[config.mk]
export PLATFORM = sky130hd
export DESIGN_NAME = etfp_fifo
export DESIGN_NICKNAME = d
export VERILOG_FILES = /design/src/hw/rtl/etfp_fifo.sv
export VERILOG_INCLUDE_DIRS = /design/src /design/src/hw/rtl
export SDC_FILE = /design/constraint.sdc
export NUM_CORES = 1
export LEC_CHECK = 0
export BUFFER_PORTS_ARGS = -buffer_cell sky130_fd_sc_hd__buf_2
export CORE_MARGIN = 3
export CORE_UTILIZATION = 42
export CTS_BUF_LIST = sky130_fd_sc_hd__clkbuf_16
export DETAILED_ROUTE_END_ITERATION = 6
export PLACE_DENSITY = 0.66
export SLEW_MARGIN = 40
export SYNTH_ARGS = -nofsm -noshare
export SYNTH_HDL_FRONTEND = slang
export SYNTH_SLANG_ARGS = --single-unit
[constraint.sdc]
create_clock -name clk_i -period 2.4 [get_ports clk_i]
set_input_delay 0.48 -clock clk_i [delete_from_list [all_inputs] [get_ports clk_i]]
set_output_delay 0.48 -clock clk_i [all_outputs]
set_load 0.005 [all_outputs]
[src/hw/rtl/escape_time_fractal_pixel_unit_macros.svh]
// Assertion macros shared by the escape-time fractal pixel unit.
`ifndef ESCAPE_TIME_FRACTAL_PIXEL_UNIT_MACROS_SVH
`define ESCAPE_TIME_FRACTAL_PIXEL_UNIT_MACROS_SVH

// Same-cycle implication, sampled on clk_i, off while rst_ni is low.
`define ETFP_ASSERT_IMP(lbl, ante, cons, msg) \
  lbl: assert property (@(posedge clk_i) disable iff (!rst_ni) (ante) |-> (cons)) \
    else $error(msg);

// Next-cycle implication, sampled on clk_i, off while rst_ni is low.
`define ETFP_ASSERT_NXT(lbl, ante, cons, msg) \
  lbl: assert property (@(posedge clk_i) disable iff (!rst_ni) (ante) |=> (cons)) \
    else $error(msg);

`endif

[src/hw/rtl/etfp_fifo.sv]
// Small register queue that holds mapped pixel jobs between front and core.
`include "escape_time_fractal_pixel_unit_macros.svh"

module etfp_fifo #(
  parameter int WIDTH = 8,
  parameter int DEPTH = 2
) (
  input  logic             clk_i,
  input  logic             rst_ni,
  input  logic             push_i,
  input  logic [WIDTH-1:0] wdata_i,
  output logic             full_o,
  input  logic             pop_i,
  output logic [WIDTH-1:0] rdata_o,
  output logic             empty_o
);

  localparam int PTR_W = (DEPTH > 1) ? $clog2(DEPTH) : 1;
  localparam int CNT_W = $clog2(DEPTH + 1);

  logic [WIDTH-1:0] mem_q [DEPTH];
  logic [PTR_W-1:0] wr_ptr_q, wr_ptr_d, rd_ptr_q, rd_ptr_d;
  logic [CNT_W-1:0] cnt_q, cnt_d;

  assign full_o  = (cnt_q == CNT_W'(DEPTH));
  assign empty_o = (cnt_q == '0);
  assign rdata_o = mem_q[rd_ptr_q];

  always_comb begin
    wr_ptr_d = wr_ptr_q;
    rd_ptr_d = rd_ptr_q;
    cnt_d    = cnt_q;
    if (push_i) begin
      wr_ptr_d = (wr_ptr_q == PTR_W'(DEPTH - 1)) ? '0 : wr_ptr_q + PTR_W'(1);
    end
    if (pop_i) begin
      rd_ptr_d = (rd_ptr_q == PTR_W'(DEPTH - 1)) ? '0 : rd_ptr_q + PTR_W'(1);
    end
    if (push_i && !pop_i) begin
      cnt_d = cnt_q + CNT_W'(1);
    end else if (pop_i && !push_i) begin
      cnt_d = cnt_q - CNT_W'(1);
    end
  end

  always_ff @(posedge clk_i or negedge rst_ni) begin
    if (!rst_ni) begin
      wr_ptr_q <= '0;
      rd_ptr_q <= '0;
      cnt_q    <= '0;
    end else begin
      wr_ptr_q <= wr_ptr_d;
      rd_ptr_q <= rd_ptr_d;
      cnt_q    <= cnt_d;
    end
  end

  always_ff @(posedge clk_i) begin
    if (push_i) begin
      mem_q[wr_ptr_q] <= wdata_i;
    end
  end

  `ETFP_ASSERT_IMP(a_no_pop_empty, pop_i, !empty_o, "queue popped while empty")
  `ETFP_ASSERT_IMP(a_no_push_full, push_i, !full_o, "queue pushed while full")
  `ETFP_ASSERT_NXT(a_cnt_bound, push_i && !pop_i, !empty_o, "queue lost a pushed job")

endmodule

==> results.cfg <==
[routing]
totalWireLength_um = 1060
drcViolationCount = 0
antenna_left = 0
vias = 388
drtIter0Drc = 4
post_drt_via_cell_ratio = 4.36
drtPass1Iterations = 2
wl_per_cell_um = 11.9

[cts]
clkTransAtPathRegs_ps = 50
htree_levels = 1
clk_latency_ps = 240
clk_path_buf_depth = 2
cts_resized = 0
cts_setup_buffers = 0
cts-root-buf = clkbuf_16
cts_hold_buf = 0
cts_tree = done
cts_sinks = 20
cts_inserted_buffers = 3

[synthesis]
syn_inst = 41
syn_avg_cell_area_um2 = 18.8
synth_top_area_frac = 0.623
synth_mux_area_frac = 0.117
yosysWarnings = 0
synth-simple-area-share = 0.0373
synth_fa_ha_area_frac = 0.0162
seq_area_frac_synth = 0.753
synth_area_leaders = edfxtp_1, dfrtp_1, mux2_2
synth_xor_area_frac = 0.0568
synth_area_um2 = 771
yosysTopAreaCell = edfxtp_1
ys_types = 12
synth-compound-area-share = 0
syn-num-nets = 54
ys_ff_latch = 20
synth_top_family_by_area = multiplexers

[global_routing]
grt_usage = 0.100
grt.overflow.total = 0
antenna_found_initial = 0
grt_first_pass_wirelength_um = 1790
grt_max_degree = 12
grt_pass1_vias = 413

[floorplanning]
die_h_um = 48.8
dieArea_um2 = 2380
chipWidth_um = 48.8
rows = 14
io_pins = 22
start_util = 0.478
core_area_um2 = 1610

[setup_path]
reg2reg_to = mem_q[0][3]
cp_max_fo = 9
worstSetupEndpointType = output port
cp_cell_sequence = mux2_2 > buf_2
critPathRequiredTime_ps = 1920
cp_top_family = flip-flops
rrSetupSlack_ps = 1050
crit_start = rd_ptr_q
cp-start-kind = register
r2r_cells = 1
worstPathBufferInverterCount = 1
cp.arrival_ps = 1310
path_class = reg2out
slowest_delay_ps = 560
endpoint = rdata_o[0]
cp_slowest_cell = dfrtp_1
reg2reg_from = wr_ptr_q
cp.depth = 2

[run]
max-cap-violations = 0

[layout]
layout.nets = 79
area_delta_synth_final_pct = 26.3
n_fill_cell = 134
antennaDiodeCount = 0
drive_above_1_share = 0.508

[min_path]
hold_class = in2async

[power_and_ir_drop]
pwr-share-comb = 0.224
internal-power_uw = 844
power.density_nw_per_um2 = 1140
vdd_ir_drop_max_v = 0.000832
p_switching_uw = 266
pwr-share-clk = 0.291
p_leak_uw = 0.000403
swShare = 0.239
power_frac_seq = 0.484

[sta]
tightest_slew_ps = 730
hold_ws_ps = 32.2
setup_viol = 0
fin_tns_setup_ps = 0
hold_violations = 0
maxSlewHeadroom = 0.513
rsz0062_at_grt = no
fin_skew_ps = 4.80
timing.fmax_ghz = 0.560
fin_crit_sh = 0.744
drv_slew = 0
layout_min_cycle_time_ps = 1790

[placed_design]
portBuffers = 21
hpwl_um = 809
gp_congestion = 0.663

[run_status]
outcome = completed
-- layer usage --
layer	track usage	share of wire	vias up
met5	0	0	-
met4	0.0427	0	0
met3	0.0275	0.043	0
met2	0.179	0.53	11
met1	0.111	0.42	183
li1	-	-	194
-- metrics by stage --
step	worst slack, ps	utilization	instances	power [uW]	cell area [um2]
final	614	0.604	89	1110	973
after global placement	828	0.555	85	794	895
after global routing	525	0.604	89	1180	973
after CTS	597	0.604	89	1130	973
after floorplan	1130	-	41	706	771
after detailed placement	799	0.555	85	800	895
-- power groups by stage --
stage          Sequential, uW  Combinational (uW)  Clock, uW
6_report                  537                 249        324
2_1_floorplan             510                 197          0
4_1_cts                   540                 256        332
3_5_place_dp              545                 256          0
5_1_grt                   554                 280        343
3_3_place_gp              542                 252          0
-- cell usage after synthesis, drive strengths merged --
master  number
xnor2        1
and2         1
mux2         8
dfrtp        4
ha           1
buf          1
nor2         2
and2b        1
edfxtp      16
inv          1
nor2b        1
xor2         4
-- flip-flops by register name, indices dropped and copies added (netlist names) --
signal and cells:
cnt_q 2, mem_q 16, wr_ptr_q 1, rd_ptr_q 1
-- cell type report --
type	instances	area (um2)	share of cell area
inverter	1	3.75	0.00386
timing repair buffer	21	105	0.108
clock inverter	1	3.75	0.00386
sequential	20	581	0.596
tap	24	30.0	0.0308
clock buffer	3	75.1	0.0771
multi-input combinational	19	175	0.180
-- layout by cell type, fill, tap and decap left out, drive strengths merged --
cell	netlist	routed
buf	1	21
edfxtp	16	16
mux2	8	8
xor2	4	4
dfrtp	4	4
clkbuf	0	3
inv	1	2
nor2	2	2
and2b	1	1
and2	1	1
nor2b	1	1
xnor2	1	1
ha	1	1
-- kinds of logic (layout without fill, tap and decap cells) --
| family | Yosys count | after routing |
|---|---|---|
| adders and majority gates | 1 | 1 |
| xor gates and xnor gates | 5 | 5 |
| muxes | 8 | 8 |
| buffers and inverters | 2 | 26 |
| DFF | 20 | 20 |
| and+or+nand+nor | 5 | 5 |
-- worst min-delay path by stage --
stage / startpoint / endpoint / slack, ps / cells after the start
floorplan: rst_ni / cnt_q[0] / 180 / 0
global placement: rst_ni / cnt_q[1] / 290 / 1
detailed placement: rst_ni / cnt_q[1] / 290 / 1
CTS: rst_ni / wr_ptr_q / 30 / 1
global route: rst_ni / wr_ptr_q / 30 / 1
finish: rst_ni / wr_ptr_q / 30 / 1
Note: power is estimated with default switching activity, not from simulation.
